==> src/lcdser_pkg.sv <==
// Package for the LCD two-wire nibble serializer.
// Holds the request kinds, the queued request type and the row base constants.
// No dependencies.
package lcdser_pkg;

    // Request kinds carried on the input tuser field
    typedef enum logic [1:0] {
        MODE_CMD    = 2'd0,
        MODE_DATA   = 2'd1,
        MODE_INIT   = 2'd2,
        MODE_CURSOR = 2'd3
    } mode_t;

    // DDRAM address commands for the first two rows
    localparam logic [7:0] ROW0_BASE = 8'h80;
    localparam logic [7:0] ROW1_BASE = 8'hC0;

    // Index of the closing step
    localparam logic [5:0] LAST_STEP_BYTE = 6'd32;
    localparam logic [5:0] LAST_STEP_INIT = 6'd16;

    // Request as it sits in the queue between front and back
    typedef struct packed {
        logic [7:0] byte_value;
        logic       rs;
        logic       two_nibbles;
    } req_t;

endpackage

==> src/lcd_two_wire_nibble_serializer_top.sv <==
// LCD two-wire nibble serializer, top level.
// A byte request emits 33 steps and an init request 17, one step per cycle
// with m_axis_tready high; the back sequencer sets that rate. Requests wait
// in a two-entry queue; their steps leave through the output register.
// Out-of-range cursor requests are accepted and dropped. Synchronous
// active-low reset empties the queue and the output register.
module lcd_two_wire_nibble_serializer_top #(
    parameter int COLUMNS = 16,
    parameter int ROWS    = 2
) (
    input  logic        aclk,
    input  logic        aresetn,
    input  logic        s_axis_tvalid,
    output logic        s_axis_tready,
    input  logic [15:0] s_axis_tdata,  // byte_value[7:0], column[12:8], row[14:13], zero
    input  logic [1:0]  s_axis_tuser,  // mode[1:0]
    output logic        m_axis_tvalid,
    input  logic        m_axis_tready,
    output logic [7:0]  m_axis_tdata,  // data_line[0], clock_pulse[1], zero
    output logic        m_axis_tlast
);

    logic             keep;
    lcdser_pkg::req_t front_req;
    lcdser_pkg::req_t head_req;
    logic             full, not_empty, pop, push;
    logic             data_line, clock_pulse;

    assign s_axis_tready = !full;
    assign push          = s_axis_tvalid && s_axis_tready && keep;
    assign m_axis_tdata  = {6'd0, clock_pulse, data_line};

    lcdser_front #(
        .COLUMNS(COLUMNS),
        .ROWS   (ROWS)
    ) u_front (
        .mode      (lcdser_pkg::mode_t'(s_axis_tuser)),
        .byte_value(s_axis_tdata[7:0]),
        .column    (s_axis_tdata[12:8]),
        .row       (s_axis_tdata[14:13]),
        .keep      (keep),
        .req       (front_req)
    );

    lcdser_queue u_queue (
        .aclk     (aclk),
        .aresetn  (aresetn),
        .push     (push),
        .push_req (front_req),
        .full     (full),
        .pop      (pop),
        .not_empty(not_empty),
        .head_req (head_req)
    );

    lcdser_back u_back (
        .aclk           (aclk),
        .aresetn        (aresetn),
        .req_valid      (not_empty),
        .req            (head_req),
        .req_pop        (pop),
        .out_valid      (m_axis_tvalid),
        .out_data_line  (data_line),
        .out_clock_pulse(clock_pulse),
        .out_last       (m_axis_tlast),
        .out_ready      (m_axis_tready)
    );

endmodule

==> src/lcdser_front.sv <==
// Front part of the serializer: classifies an incoming request.
// Turns cursor positions into commands and drops out-of-range positions.
// Depends on lcdser_pkg.
module lcdser_front #(
    parameter int COLUMNS = 16,
    parameter int ROWS    = 2
) (
    input  lcdser_pkg::mode_t mode,
    input  logic [7:0]        byte_value,
    input  logic [4:0]        column,
    input  logic [1:0]        row,
    output logic              keep,
    output lcdser_pkg::req_t  req
);

    localparam logic [4:0] ColLimit = 5'(COLUMNS);
    localparam logic [2:0] RowLimit = 3'(ROWS);
    localparam logic [7:0] ColOffset = 8'(COLUMNS);

    logic [7:0] row_base;
    logic [7:0] cursor_cmd;

    // Form the set-address command from row base plus column
    always_comb begin
        row_base   = (row[0] ? lcdser_pkg::ROW1_BASE : lcdser_pkg::ROW0_BASE)
                   + (row[1] ? ColOffset : 8'd0);
        cursor_cmd = row_base + {3'd0, column};
    end

    // Classify the request
    always_comb begin
        keep            = 1'b1;
        req.byte_value  = byte_value;
        req.rs          = 1'b0;
        req.two_nibbles = 1'b1;
        unique case (mode)
            lcdser_pkg::MODE_CMD: begin
            end
            lcdser_pkg::MODE_DATA: begin
                req.rs = 1'b1;
            end
            lcdser_pkg::MODE_INIT: begin
                req.two_nibbles = 1'b0;
            end
            lcdser_pkg::MODE_CURSOR: begin
                req.byte_value = cursor_cmd;
                keep = (column < ColLimit) && ({1'b0, row} < RowLimit);
            end
            default: begin
                keep = 1'b0;
            end
        endcase
    end

endmodule

==> src/lcdser_queue.sv <==
// Two-entry request queue between front and back.
// Push and pop may happen in the same cycle.
// Depends on lcdser_pkg.
module lcdser_queue (
    input  logic             aclk,
    input  logic             aresetn,
    input  logic             push,
    input  lcdser_pkg::req_t push_req,
    output logic             full,
    input  logic             pop,
    output logic             not_empty,
    output lcdser_pkg::req_t head_req
);

    lcdser_pkg::req_t entry_reg [2];
    logic       wr_ptr_reg, wr_ptr_next;
    logic       rd_ptr_reg, rd_ptr_next;
    logic [1:0] count_reg, count_next;

    assign full      = (count_reg == 2'd2);
    assign not_empty = (count_reg != 2'd0);
    assign head_req  = entry_reg[rd_ptr_reg];

    // Advance pointers and occupancy
    always_comb begin
        wr_ptr_next = wr_ptr_reg ^ push;
        rd_ptr_next = rd_ptr_reg ^ pop;
        count_next  = count_reg + {1'b0, push} - {1'b0, pop};
    end

    always_ff @(posedge aclk) begin
        if (!aresetn) begin
            wr_ptr_reg <= 1'b0;
            rd_ptr_reg <= 1'b0;
            count_reg  <= 2'd0;
        end else begin
            wr_ptr_reg <= wr_ptr_next;
            rd_ptr_reg <= rd_ptr_next;
            count_reg  <= count_next;
        end
    end

    // Store the request payload
    always_ff @(posedge aclk) begin
        if (push) begin
            entry_reg[wr_ptr_reg] <= push_req;
        end
    end

endmodule

==> src/lcdser_back.sv <==
// Back part of the serializer: walks the pin steps of the head request.
// One step a cycle into an output register unless out_ready stalls it;
// pops the queue on the last step. Depends on lcdser_pkg.
module lcdser_back (
    input  logic             aclk,
    input  logic             aresetn,
    input  logic             req_valid,
    input  lcdser_pkg::req_t req,
    output logic             req_pop,
    output logic             out_valid,
    output logic             out_data_line,
    output logic             out_clock_pulse,
    output logic             out_last,
    input  logic             out_ready
);

    logic [5:0] step_reg, step_next;
    logic       valid_reg, valid_next;
    logic       data_reg, clock_reg, last_reg;
    logic       load;
    logic       final_step;
    logic [3:0] phase_step;
    logic [3:0] nibble;
    logic       step_data, step_clock;

    assign out_valid       = valid_reg;
    assign out_data_line   = data_reg;
    assign out_clock_pulse = clock_reg;
    assign out_last        = last_reg;

    // Load a new step whenever the output register is free or drained
    assign load       = req_valid && (!valid_reg || out_ready);
    assign final_step = (step_reg == (req.two_nibbles ? lcdser_pkg::LAST_STEP_BYTE
                                                      : lcdser_pkg::LAST_STEP_INIT));
    assign req_pop    = load && final_step;
    assign phase_step = step_reg[3:0];
    assign nibble     = step_reg[4] ? req.byte_value[3:0] : req.byte_value[7:4];

    // Decode the pin levels of the current step
    always_comb begin
        step_data  = 1'b0;
        step_clock = 1'b1;
        if (final_step) begin
            step_clock = 1'b0;
        end else begin
            unique case (phase_step)
                4'd0:  step_clock = 1'b0;            // data low, no clock
                4'd8:  step_data  = 1'b1;            // E bit
                4'd9:  step_data  = req.rs;          // RS bit
                4'd10: step_data  = nibble[3];
                4'd11: step_data  = nibble[2];
                4'd12: step_data  = nibble[1];
                4'd13: step_data  = nibble[0];
                4'd15: begin                         // strobe
                    step_data  = 1'b1;
                    step_clock = 1'b0;
                end
                default: step_data = 1'b0;           // clear clocks and zero clock
            endcase
        end
    end

    // Advance the step counter and output valid
    always_comb begin
        step_next  = step_reg;
        valid_next = valid_reg;
        if (load) begin
            step_next  = final_step ? 6'd0 : step_reg + 6'd1;
            valid_next = 1'b1;
        end else if (out_ready) begin
            valid_next = 1'b0;
        end
    end

    always_ff @(posedge aclk) begin
        if (!aresetn) begin
            step_reg  <= 6'd0;
            valid_reg <= 1'b0;
        end else begin
            step_reg  <= step_next;
            valid_reg <= valid_next;
        end
    end

    // Hold the step payload
    always_ff @(posedge aclk) begin
        if (load) begin
            data_reg  <= step_data;
            clock_reg <= step_clock;
            last_reg  <= final_step;
        end
    end

endmodule

==> config.mk <==
export PLATFORM = sky130hd
export DESIGN_NAME = lcd_two_wire_nibble_serializer_top
export DESIGN_NICKNAME = d
export VERILOG_FILES = /design/src/lcdser_pkg.sv /design/src/lcd_two_wire_nibble_serializer_top.sv /design/src/lcdser_front.sv /design/src/lcdser_queue.sv /design/src/lcdser_back.sv
export SDC_FILE = /design/constraint.sdc
export NUM_CORES = 1
export LEC_CHECK = 0
export BUFFER_PORTS_ARGS = -buffer_cell sky130_fd_sc_hd__buf_4
export CORE_AREA = 2 2 75 77
export CTS_BUF_LIST = sky130_fd_sc_hd__clkbuf_16
export DETAILED_ROUTE_END_ITERATION = 16
export DIE_AREA = 0 0 77 79
export PLACE_DENSITY = 0.61
export SYNTH_ARGS = -nofsm -noshare
export SYNTH_HDL_FRONTEND = slang
export SYNTH_SLANG_ARGS = --single-unit
==> constraint.sdc <==
create_clock -name aclk -period 2.9 [get_ports aclk]
set_clock_uncertainty 0.05 [all_clocks]
set_input_delay 0 -clock aclk [delete_from_list [all_inputs] [get_ports aclk]]
set_output_delay 0 -clock aclk [all_outputs]
set_load 0.005 [all_outputs]
Yosys cells after proc, flatten, opt, wreduce, memory -nomap -nowiden
Memory sizes are Yosys's and may differ from the RTL's. A register that Yosys moved wholly into a read port is not among the register bits. Cells that the tools add are included.

Magnitude comparators: 2. Add/sub/neg operators: 5. Reductions and logical operators: 13. Bitwise operators: 2. Multiplexer cells: 16. Equality and inequality tests: 12.

Operators with widths (count): == test 4 bit (second input constant) (7); 2-to-1 mux 6 bit (2); 2-to-1 mux 1 bit (9); adder 8 x 5 -> 8 bit (1); adder 8 bit (1); 2-to-1 mux 8 bit (1); 2-to-1 mux 7 bit (1); adder 6 x 1 -> 6 bit (second input constant) (1); == test 2 bit (second input constant) (3); == test 6 bit (1); case mux 1 bit (6 select lines) (1); logical AND 1 bit (5); < comparator 5 bit (second input constant) (1); 2-to-1 mux 5 bit (1); logical NOT 4 bit (1); 2-to-1 mux 4 bit (1); nonzero test 2 bit (2); OR reduction 2 bit (2); adder 2 x 1 -> 2 bit (1); == test 2 x 1 -> 1 bit (second input constant) (1); logical NOT 1 bit (2); < comparator 2 bit (second input constant) (1); subtractor 2 x 1 -> 2 bit (1); XOR 1 bit (2); logical OR 1 bit (1).

Bits in writable memories: 20. Memories: 1. Logic and storage cells: 59. Register bits: 14. Bits of input ports: 22. Output and inout port bits: 11.

Memories: u_queue.entry_reg (depth 2, width 10, read ports 1, clocked after Yosys merged registers in 1, write ports 1, line lcdser_queue.sv:15) `lcdser_pkg::req_t entry_reg [2];`.

Logic depth before layout (Yosys ltp)
Gate-level depths: netlist of run 1.

Word-level depth: 6. Mapped depth: 10. Depth with buffers taken out: 10.

Modules after synthesis
Synthesis of run 1 repeated with hierarchy kept, for this count alone.

Cell total of the unflattened synthesis: 144. Area, all modules: 1816.7 um2.

By module, submodules not included: lcdser_queue (area each 954.7 um2, cells each 52, instances 1); lcdser_back (area each 605.6 um2, cells each 65, instances 1); lcdser_front (area each 180.2 um2, cells each 16, instances 1); lcd_two_wire_nibble_serializer_top (area each 76.3 um2, cells each 11, instances 1).

Worst setup path before layout of run 1
No wires, ideal clock.

Path type: register to register. Start point: register with a tool-made name. End point: register u_queue.count_reg[1]. Data arrival time: 2.012 ns. Setup slack: 0.723 ns. Data required time: 2.735 ns. Stages on the path, launching flop included: 11. Path through: dfxtp_1 buf_6 mux2i_2 mux2i_2 nor3_4 ha_1 inv_1 ha_1 xnor2_1 xnor2_1 and2_1.

RTL lines: to (signal assigned) (line lcdser_queue.sv:39) `count_reg <= count_next;`; to (decl) (line lcdser_queue.sv:18) `logic [1:0] count_reg, count_next;`.

Final worst setup path of run 1
Start point: register u_back.step_reg[4]. End point: register u_queue.count_reg[1].

Longest elaborated chain between the ends: 3.

Ends and longest elaborated chain: from (decl) (line lcdser_back.sv:17) `logic [5:0] step_reg, step_next;`; from (signal assigned) (line lcdser_back.sv:80) `step_reg <= step_next;`; == test 6 bit (line lcdser_back.sv:33) `assign final_step = (step_reg == (req.two_nibbles ? lcdser_pkg::LAST_STEP_BYTE`; logical AND 1 bit (line lcdser_back.sv:35) `assign req_pop = load && final_step;`; subtractor 2 x 1 -> 2 bit (line lcdser_queue.sv:28) `count_next = count_reg + {1'b0, push} - {1'b0, pop};`.

No other way between the ends. A chain may end at the register's enable or synchronous reset.

==> impl_metrics.toml, run 1 <==
[clock_tree]
clkTransAtPathRegs_ns = 0.05
root_buffer = "clkbuf_16"
cts_tree = "yes"
numCtsBuffers = 5
cts_max_level = 2
ctsLongestPathBuffers = 2
clkLatencyLatePin_ns = 0.28
cts.sinks = 35
post_cts_buffers = 0

[routing]
drt_iter0_markers = 61
post_drt_wl_per_cell_um = 12.2
route.vias.total = 1093
antenna_left = 0
wirelength_um = 3060
drc = 0
dr.pass1.iters = 4
vias_per_cell = 4.37

[layout]
synthToLayoutAreaGrowth_pct = 27.5
antenna_cells = 0
largest_reg_flops = 20
drive_gt1_share_pct = 29.2
final_cell_mix = "buf_4, edfxtp_1, dlygate4sd3_1, inv_1, dfxtp_1"
design_area_mm2 = 0.00226
nNetsFinal = 209
final_common_cell = "buf_4"

[global_routing]
grt_max_degree = 11
grt_overflow = 0
antenna_found_initial = 0
grt_usage_pct = 10.6
grt_pass1_vias = 1119
grt_first_pass_wirelength_um = 4990

[logic_synthesis]
netlist_area_mm2 = 0.00177
ys_ff_latch = 35
synth_edf_count = 23
ys_seq_area_share_pct = 52.5
yosysWarnings = 0
synth_ff_type = "edfxtp_1"
syn_inst = 137
yosysUniqueCellTypes = 38
syn_avg_cell_area_um2 = 13.0
async_flop_share_pct = 0

[floorplan]
start_util_pct = 33.2
die_y_um = 79
core_area_mm2 = 0.00534
fp.dieW_um = 77
top_level_ports = 33
fp.dieArea_mm2 = 0.00608
rows = 27

[status]
status = "completed"

[worst_setup_path]
endpoint_kind = "flip-flop"
cp_top_family = "flip-flops"
cp_data_required_time_ns = 3.02
path_class = "reg -> reg"
arrival_ns = 2.48
cp_cell_sequence = "and2b_4 > mux2i_2 > nor3_4 > ha_1 > inv_1 > ha_1 > xnor2_1 > xnor2_1 > and2_1"
cp_slowest_cell = "dfxtp_1"
start_kind = "flip-flop"
crit_path_max_fanout = 10
crit_path_max_incr_delay_ns = 0.56
reg2reg_slack_ns = 0.54
path_buf_inv = 1

[sta]
slew-limit-headroom_pct = 49.7
setup_viol = 0
hold_ws_ns = 0.00551
max_freq_mhz = 423
setup_slack_ns = 0.538
tightest_slew_ns = 0.750
finalMaxSlewViolations = 0
post-route-period-util_pct = 81.5
tns_ns = 0
hold_viol = 0
rsz0062_at_grt = "false"
layout_min_cycle_time_ns = 2.36

[power]
total_power_uw = 1290
irDropWorstVdd_uv = 328
power_leakage_uw = 0.000895
p_per_area_mw_per_mm2 = 571

[hold_path]
hp-class = "in -> reg"

[place]
place_congestion = 0.754
placed_area_mm2 = 0.00199
dp_hpwl_um = 2230
place_ws_ns = 0.554
portBuffers = 25

[run]
maxCapViolCount = 0
per-stage QoR:
stage / util [%] / instances
after floorplan: - / 142
after global placement: 37.4 / 229
after detailed placement: 37.4 / 229
after CTS: 42.4 / 250
after global routing: 42.4 / 250
final: 42.4 / 250
power breakdown:
group	leakage (µW)	switching [µW]	internal (µW)	total [µW]
combinational	0.000507	100	97.6	198
clock	0.0000762	184	310	494
sequential	0.000312	18.8	581	600
total	0.000895	303	988	1290
synth_stat cells (3+ instances only):
| library cell | number | share of area [%] |
|---|---|---|
| nand2_1 | 9 | 1.9 |
| buf_4 | 9 | 3.8 |
| mux2i_1 | 3 | 1.7 |
| ha_1 | 10 | 7.1 |
| nand2b_1 | 3 | 1.1 |
| mux2_2 | 10 | 6.3 |
| dfxtp_1 | 12 | 14 |
| inv_1 | 10 | 2.1 |
| nor2_1 | 9 | 1.9 |
| nor2b_1 | 3 | 1.1 |
| xnor2_1 | 5 | 2.5 |
| edfxtp_1 | 23 | 39 |
area by class of cell:
cell class                 instances  area (µm²)
inverter                          10        37.5
timing repair buffer              39         325
clock buffer                       5         125
multi-input combinational         86         741
tap                               72        90.1
sequential                        35         931
fill                             529        3080
clock inverter                     3        12.5
path summary, 6_finish.rpt:
kind	depth (start not counted)	endpoint	start
worst min-delay path	2	u_queue.entry_reg[0][3]$_DFFE_PP_	s_axis_tdata[1]
worst max register to register	9	u_queue.count_reg[1]$_SDFF_PN0_	u_back.step_reg[4]$_SDFFE_PN0P_
worst min register to register	2	u_queue.rd_ptr_reg$_SDFF_PN0_	u_queue.rd_ptr_reg$_SDFF_PN0_
worst max-delay path	9	u_queue.count_reg[1]$_SDFF_PN0_	u_back.step_reg[4]$_SDFFE_PN0P_
per-layer routing:
metal  wire length (µm)  up-vias  track usage, %
li1                   -      546               -
met1               1260      516            11.3
met2               1610       27            19.6
met3                154        4            4.09
met4                 34        0            3.21
met5                  0        -               0
timing repair:
item                      CTS  global route
hold endpoints to repair   23             0
hold buffers               13             0
resized for setup           0             0
logic make-up (layout without fill, tap and decap cells):
logic type / count (synthesis) / in the layout / share of synthesized area, %
AO/OA/AOI/OAI: 8 / 8 / 4.09
XOR/XNOR: 6 / 6 / 2.96
adder cells (fa/ha/maj): 10 / 10 / 7.05
buffers and inverters: 21 / 57 / 6.84
flip-flops: 35 / 35 / 52.5
multiplexers: 18 / 18 / 13.6
other: 1 / 6 / 0.211
AND/OR/NAND/NOR: 38 / 38 / 12.8
(Power assumes the default switching activity.)
==> run 2: changes to the inputs <==
--- a/config.mk
+++ b/config.mk
@@ -10,7 +10,7 @@
 export CTS_BUF_LIST = sky130_fd_sc_hd__clkbuf_16
 export DETAILED_ROUTE_END_ITERATION = 16
 export DIE_AREA = 0 0 77 79
-export PLACE_DENSITY = 0.61
+export PLACE_DENSITY = 0.63
 export SYNTH_ARGS = -nofsm -noshare
 export SYNTH_HDL_FRONTEND = slang
 export SYNTH_SLANG_ARGS = --single-unit
==> constraint.sdc (replaced) <==
create_clock -name aclk -period 1.9 [get_ports aclk]
set_clock_uncertainty 0.05 [all_clocks]
set_input_delay 0 -clock aclk [delete_from_list [all_inputs] [get_ports aclk]]
set_output_delay 0 -clock aclk [all_outputs]
set_load 0.005 [all_outputs]
==> run 2 against run 1 <==
  * The run now ends with negative setup slack left
  * Routed wire length shrank 4.6%
  * Via count grew 0.55%
  * Sequential power grew 51%
  * Critical endpoint unchanged
  * Largest cell class unchanged
==> impl_metrics.toml, run 2 (synthesized netlist as in run 1, its figures left out) <==
[global_routing]
grt_first_pass_wirelength_um = 5010
grt_pass1_vias = 1098
antenna_found_initial = 0
grt_overflow = 0
grt_max_degree = 11
grt_usage_pct = 10.6

[routing]
drt_iter0_markers = 42
dr.pass1.iters = 4
routed-wl-met2_um = 1520
drc = 0
vias_per_cell = 4.26
post_drt_wl_per_cell_um = 11.3
antenna_left = 0
route.vias.total = 1099
top_layer_used = "met4"
wirelength_um = 2920
m1WireLength_um = 1270
wl_met3_um = 122

[floorplan]
die_y_um = 79
core_area_mm2 = 0.00534
fp.dieW_um = 77
top_level_ports = 33
rows = 27
start_util_pct = 33.2
fp.dieArea_mm2 = 0.00608

[status]
status = "complete, but fails checks"
violations = "negative setup slack"

[layout]
final_common_cell = "buf_4"
antenna_cells = 0
drive_gt1_share_pct = 36.6
design_area_mm2 = 0.00233
nNetsFinal = 217
final_cell_mix = "buf_4, edfxtp_1, dfxtp_1, inv_1, mux2_2"
largest_reg_flops = 20
synthToLayoutAreaGrowth_pct = 31.3
finalCoreUtilization_pct = 43.6

[worst_setup_path]
endpoint_kind = "flip-flop"
start_kind = "flip-flop"
arrival_ns = 2.06
crit_path_max_incr_delay_ns = 0.38
path_buf_inv = 1
cp_slowest_cell = "edfxtp_1"
cpMostUsedCell = "mux2i_2"
cp_top_family = "multiplexers"
path_class = "reg -> reg"
crit_path_max_fanout = 3
cp_cell_sequence = "mux2i_2 > mux2i_2 > nor3_4 > ha_1 > inv_2 > ha_4 > xnor2_2 > xnor2_1 > and2_1"
cp_data_required_time_ns = 2.02

[power]
power_leakage_uw = 0.000932
p_per_area_mw_per_mm2 = 855
irDropWorstVdd_uv = 435

[clock_tree]
ctsResizeCount = 0
ctsLongestPathBuffers = 2
cts_tree = "yes"
cts_max_level = 2
cts.sinks = 35
clkTransAtPathRegs_ns = 0.05
clkLatencyLatePin_ns = 0.27
root_buffer = "clkbuf_16"
numCtsBuffers = 5

[sta]
max_freq_mhz = 514
finalMaxSlewViolations = 0
setup_viol = 1
hold_viol = 0
tns_ns = -0.0463
post-route-period-util_pct = 102
setup_slack_ns = -0.0463
layout_min_cycle_time_ns = 1.95
rsz0062_at_grt = "true"
hold_ws_ns = 0.00183

[place]
place_congestion = 0.692
dp_hpwl_um = 2240
placed_area_mm2 = 0.00211
portBuffers = 25

[run]
maxCapViolCount = 0

[hold_path]
hp-class = "in -> reg"
-- run 2: cell count changes in the layout (fill, tap and decap cells not counted), moves of 2 or more --
cell | before | now
inv_1 | 12 | 10
buf_4 | 26 | 39
clkinv_1 | 0 | 2
dlygate4sd3_1 | 13 | 8
-- run 2: layout make-up --
| cell class | instances | area (µm²) |
|---|---|---|
| Timing Repair Buffer | 47 | 373 |
| Inverter | 10 | 37.5 |
| Tap cell | 72 | 90.1 |
| Clock buffer | 5 | 125 |
| Clock inverter | 3 | 11.3 |
| Multi-Input combinational cell | 86 | 761 |
| Fill cell | 519 | 3010 |
| Sequential cell | 35 | 932 |
-- run 2: metal layers --
layer  vias to the layer above  track usage, %
met5                         -               0
met4                         0            3.21
met3                         2            3.07
met2                        29            19.5
met1                       502            12.0
li1                        566               -
-- run 2: what timing repair did --
item | CTS | global route
pin swaps | 3 | 0
endpoints found under the hold margin | 16 | 0
buffers inserted | 0 | 0
endpoints found under the setup margin | 1 | 1
hold buffers | 8 | 0
-- run 2: power by group --
group          total, µW  internal, µW  switching, µW
registers            908           886           21.2
clock network        742           471            272
logic                341           178            163
-- run 2: final timing paths --
check / startpoint / end / slack [ns] / cells after the start
worst min register to register: u_queue.rd_ptr_reg$_SDFF_PN0_ / u_queue.rd_ptr_reg$_SDFF_PN0_ / 0.43 / 2
worst max register to register: u_queue.entry_reg[0][0]$_DFFE_PP_ / u_queue.count_reg[1]$_SDFF_PN0_ / -0.05 / 9
worst max-delay path: u_queue.entry_reg[0][0]$_DFFE_PP_ / u_queue.count_reg[1]$_SDFF_PN0_ / -0.05 / 9
worst min-delay path: aresetn / u_back.step_reg[3]$_SDFFE_PN0P_ / 0.002 / 3
-- run 2: metrics by stage --
step | power, µW | worst slack [ns] | instances
floorplan | 1130 | -0.253 | 142
global placement | 1250 | -0.0601 | 242
detailed placement | 1260 | -0.0893 | 242
CTS | 2030 | -0.0696 | 258
global route | 2100 | -0.152 | 258
finish | 1990 | -0.0463 | 258
-- run 2: tightest hold or removal path, cell delays in order --
cell and delay, ns:
buf_4 0.13, o31ai_4 0.09, nor2_1 0.05
==> run 3: changes to the inputs <==
--- a/config.mk
+++ b/config.mk
@@ -10,6 +10,7 @@
 export CTS_BUF_LIST = sky130_fd_sc_hd__clkbuf_16
 export DETAILED_ROUTE_END_ITERATION = 16
 export DIE_AREA = 0 0 77 79
+export HOLD_SLACK_MARGIN = 0.02
 export PLACE_DENSITY = 0.63
 export SYNTH_ARGS = -nofsm -noshare
 export SYNTH_HDL_FRONTEND = slang
==> run 3 against run 2 <==
  * The flow still finishes with violations (negative setup slack)
  * Clock-buffer cell count unchanged
  * Final cell count grew 3.1%
  * Die area unchanged
  * Design area increased by 3.8%
  * Combinational power increased by 6%
  * Routed wire length is 3.9% higher
  * Critical path depth is the same
  * Register-to-register slack about the same
  * Critical path type unchanged
  * Critical endpoint unchanged
  * Highest routed layer unchanged
==> impl_metrics.toml, run 3 (synthesized netlist as in run 1, its figures left out) <==
[status]
status = "complete, but fails checks"
violations = "negative setup slack"

[worst_setup_path]
path_depth = 9
cp_data_required_time_ns = 2.02
crit_path_max_fanout = 3
path_class = "reg -> reg"
cpMostUsedCell = "mux2i_2"
path_buf_inv = 1
start_kind = "flip-flop"
endpoint_kind = "flip-flop"
crit_path_max_incr_delay_ns = 0.38
cp_cell_sequence = "mux2i_2 > mux2i_2 > nor3_4 > ha_1 > inv_2 > ha_4 > xnor2_2 > xnor2_1 > and2_1"
ff2ff_path_depth = 9
cp_slowest_cell = "edfxtp_1"
reg2reg_slack_ns = -0.04
arrival_ns = 2.06
cp_top_family = "multiplexers"

[global_routing]
grt_first_pass_wirelength_um = 5190
grt_usage_pct = 10.9
grt_pass1_vias = 1153
antenna_found_initial = 0
grt_overflow = 0
grt_max_degree = 11

[layout]
final_cell_mix = "buf_4, edfxtp_1, dlygate4sd3_1, dfxtp_1"
drive_gt1_share_pct = 35.6
largest_reg_flops = 20
antenna_cells = 0
finalCoreUtilization_pct = 45.3
final_common_cell = "buf_4"
instances_no_fill = 266
synthToLayoutAreaGrowth_pct = 36.2
nNetsFinal = 225

[sta]
layout_min_cycle_time_ns = 1.94
hold_ws_ns = 0.0190
hold_viol = 0
setup_slack_ns = -0.0440
finalMaxSlewViolations = 0
post-route-period-util_pct = 102
max_freq_mhz = 514
rsz0062_at_grt = "true"
setup_viol = 1

[clock_tree]
root_buffer = "clkbuf_16"
clkLatencyLatePin_ns = 0.27
cts.sinks = 35
post_cts_buffers = 0
numCtsBuffers = 5
cts_max_level = 2
ctsLongestPathBuffers = 2
cts_tree = "yes"
clkTransAtPathRegs_ns = 0.05

[routing]
post_drt_wl_per_cell_um = 11.4
route.vias.total = 1123
vias_per_cell = 4.22
drc = 0
wirelength_um = 3030
dr.pass1.iters = 4
drt_iter0_markers = 52
antenna_left = 0

[run]
maxCapViolCount = 0

[hold_path]
hold_path_depth = 2
hp-class = "in -> reg"

[place]
dp_hpwl_um = 2240
portBuffers = 25
place_congestion = 0.692
place_ws_ns = -0.0893
dp.cells = 242

[power]
p_per_area_mw_per_mm2 = 832
power_leakage_uw = 0.000962
irDropWorstVdd_uv = 438

[floorplan]
start_util_pct = 33.2
rows = 27
die_y_um = 79
fp.dieArea_mm2 = 0.00608
core_area_mm2 = 0.00534
fp.dieW_um = 77
top_level_ports = 33
-- run 3: cell count changes in the layout (fill, tap and decap cells not counted), sizes merged --
cell / before / now
dlygate4sd3: 8 / 16
-- run 3: path summary, 6_finish.rpt --
kind	start	endpoint
setup / recovery	u_queue.entry_reg[0][0]$_DFFE_PP_	u_queue.count_reg[1]$_SDFF_PN0_
hold / removal	s_axis_tuser[0]	u_queue.entry_reg[1][0]$_DFFE_PP_
setup reg to reg	u_queue.entry_reg[0][0]$_DFFE_PP_	u_queue.count_reg[1]$_SDFF_PN0_
hold reg to reg	u_queue.rd_ptr_reg$_SDFF_PN0_	u_queue.rd_ptr_reg$_SDFF_PN0_
-- run 3: final cells by class --
cell class / instances / area, µm²
Clock buffer: 5 / 125
Clock inverter: 3 / 11.3
Fill cell: 514 / 2920
Inverter: 10 / 37.5
Multi-Input combinational cell: 86 / 768
Sequential cell: 35 / 932
Tap cell: 72 / 90.1
Timing Repair Buffer: 55 / 453
-- run 3: worst register-to-register path: stages (launching register included) --
cell	delay, ns
edfxtp_1	0.38
mux2i_2	0.18
mux2i_2	0.31
nor3_4	0.07
ha_1	0.29
inv_2	0.04
ha_4	0.15
xnor2_2	0.12
xnor2_1	0.11
and2_1	0.12
-- run 3: per-stage QoR --
| step | total power, µW | TNS (ns) | instance area (µm²) |
|---|---|---|---|
| 3_3_place_gp | 1250 | -0.0601 | 2110 |
| 5_1_grt | 2120 | -0.152 | 2420 |
| 4_1_cts | 2040 | -0.0696 | 2410 |
| 2_1_floorplan | 1130 | -0.328 | 1810 |
| 3_5_place_dp | 1260 | -0.0893 | 2110 |
| 6_report | 2010 | -0.0440 | 2420 |
-- run 3: timing repair --
action                                  in CTS  in global routing
hold buffers                                16                  0
endpoints found under the setup margin       1                  2
endpoints found under the hold margin       26                  0
resized for setup                            0                  1
pin swaps                                    3                  0
-- run 3: metal layers --
layer	wire [µm]	track usage, %	share of wire, %	up-vias
met3	106	3.07	3.5	2
li1	-	-	-	583
met4	8	3.21	0.26	0
met5	0	0	0	-
met2	1610	20.4	53	27
met1	1310	12.1	43	511
-- run 3: report_power, final --
group	leakage (µW)	total [µW]	internal [µW]	switching, µW
logic	0.000580	360	193	167
clock network	0.0000701	744	471	274
registers	0.000312	907	886	21.0
total	0.000962	2010	1550	462
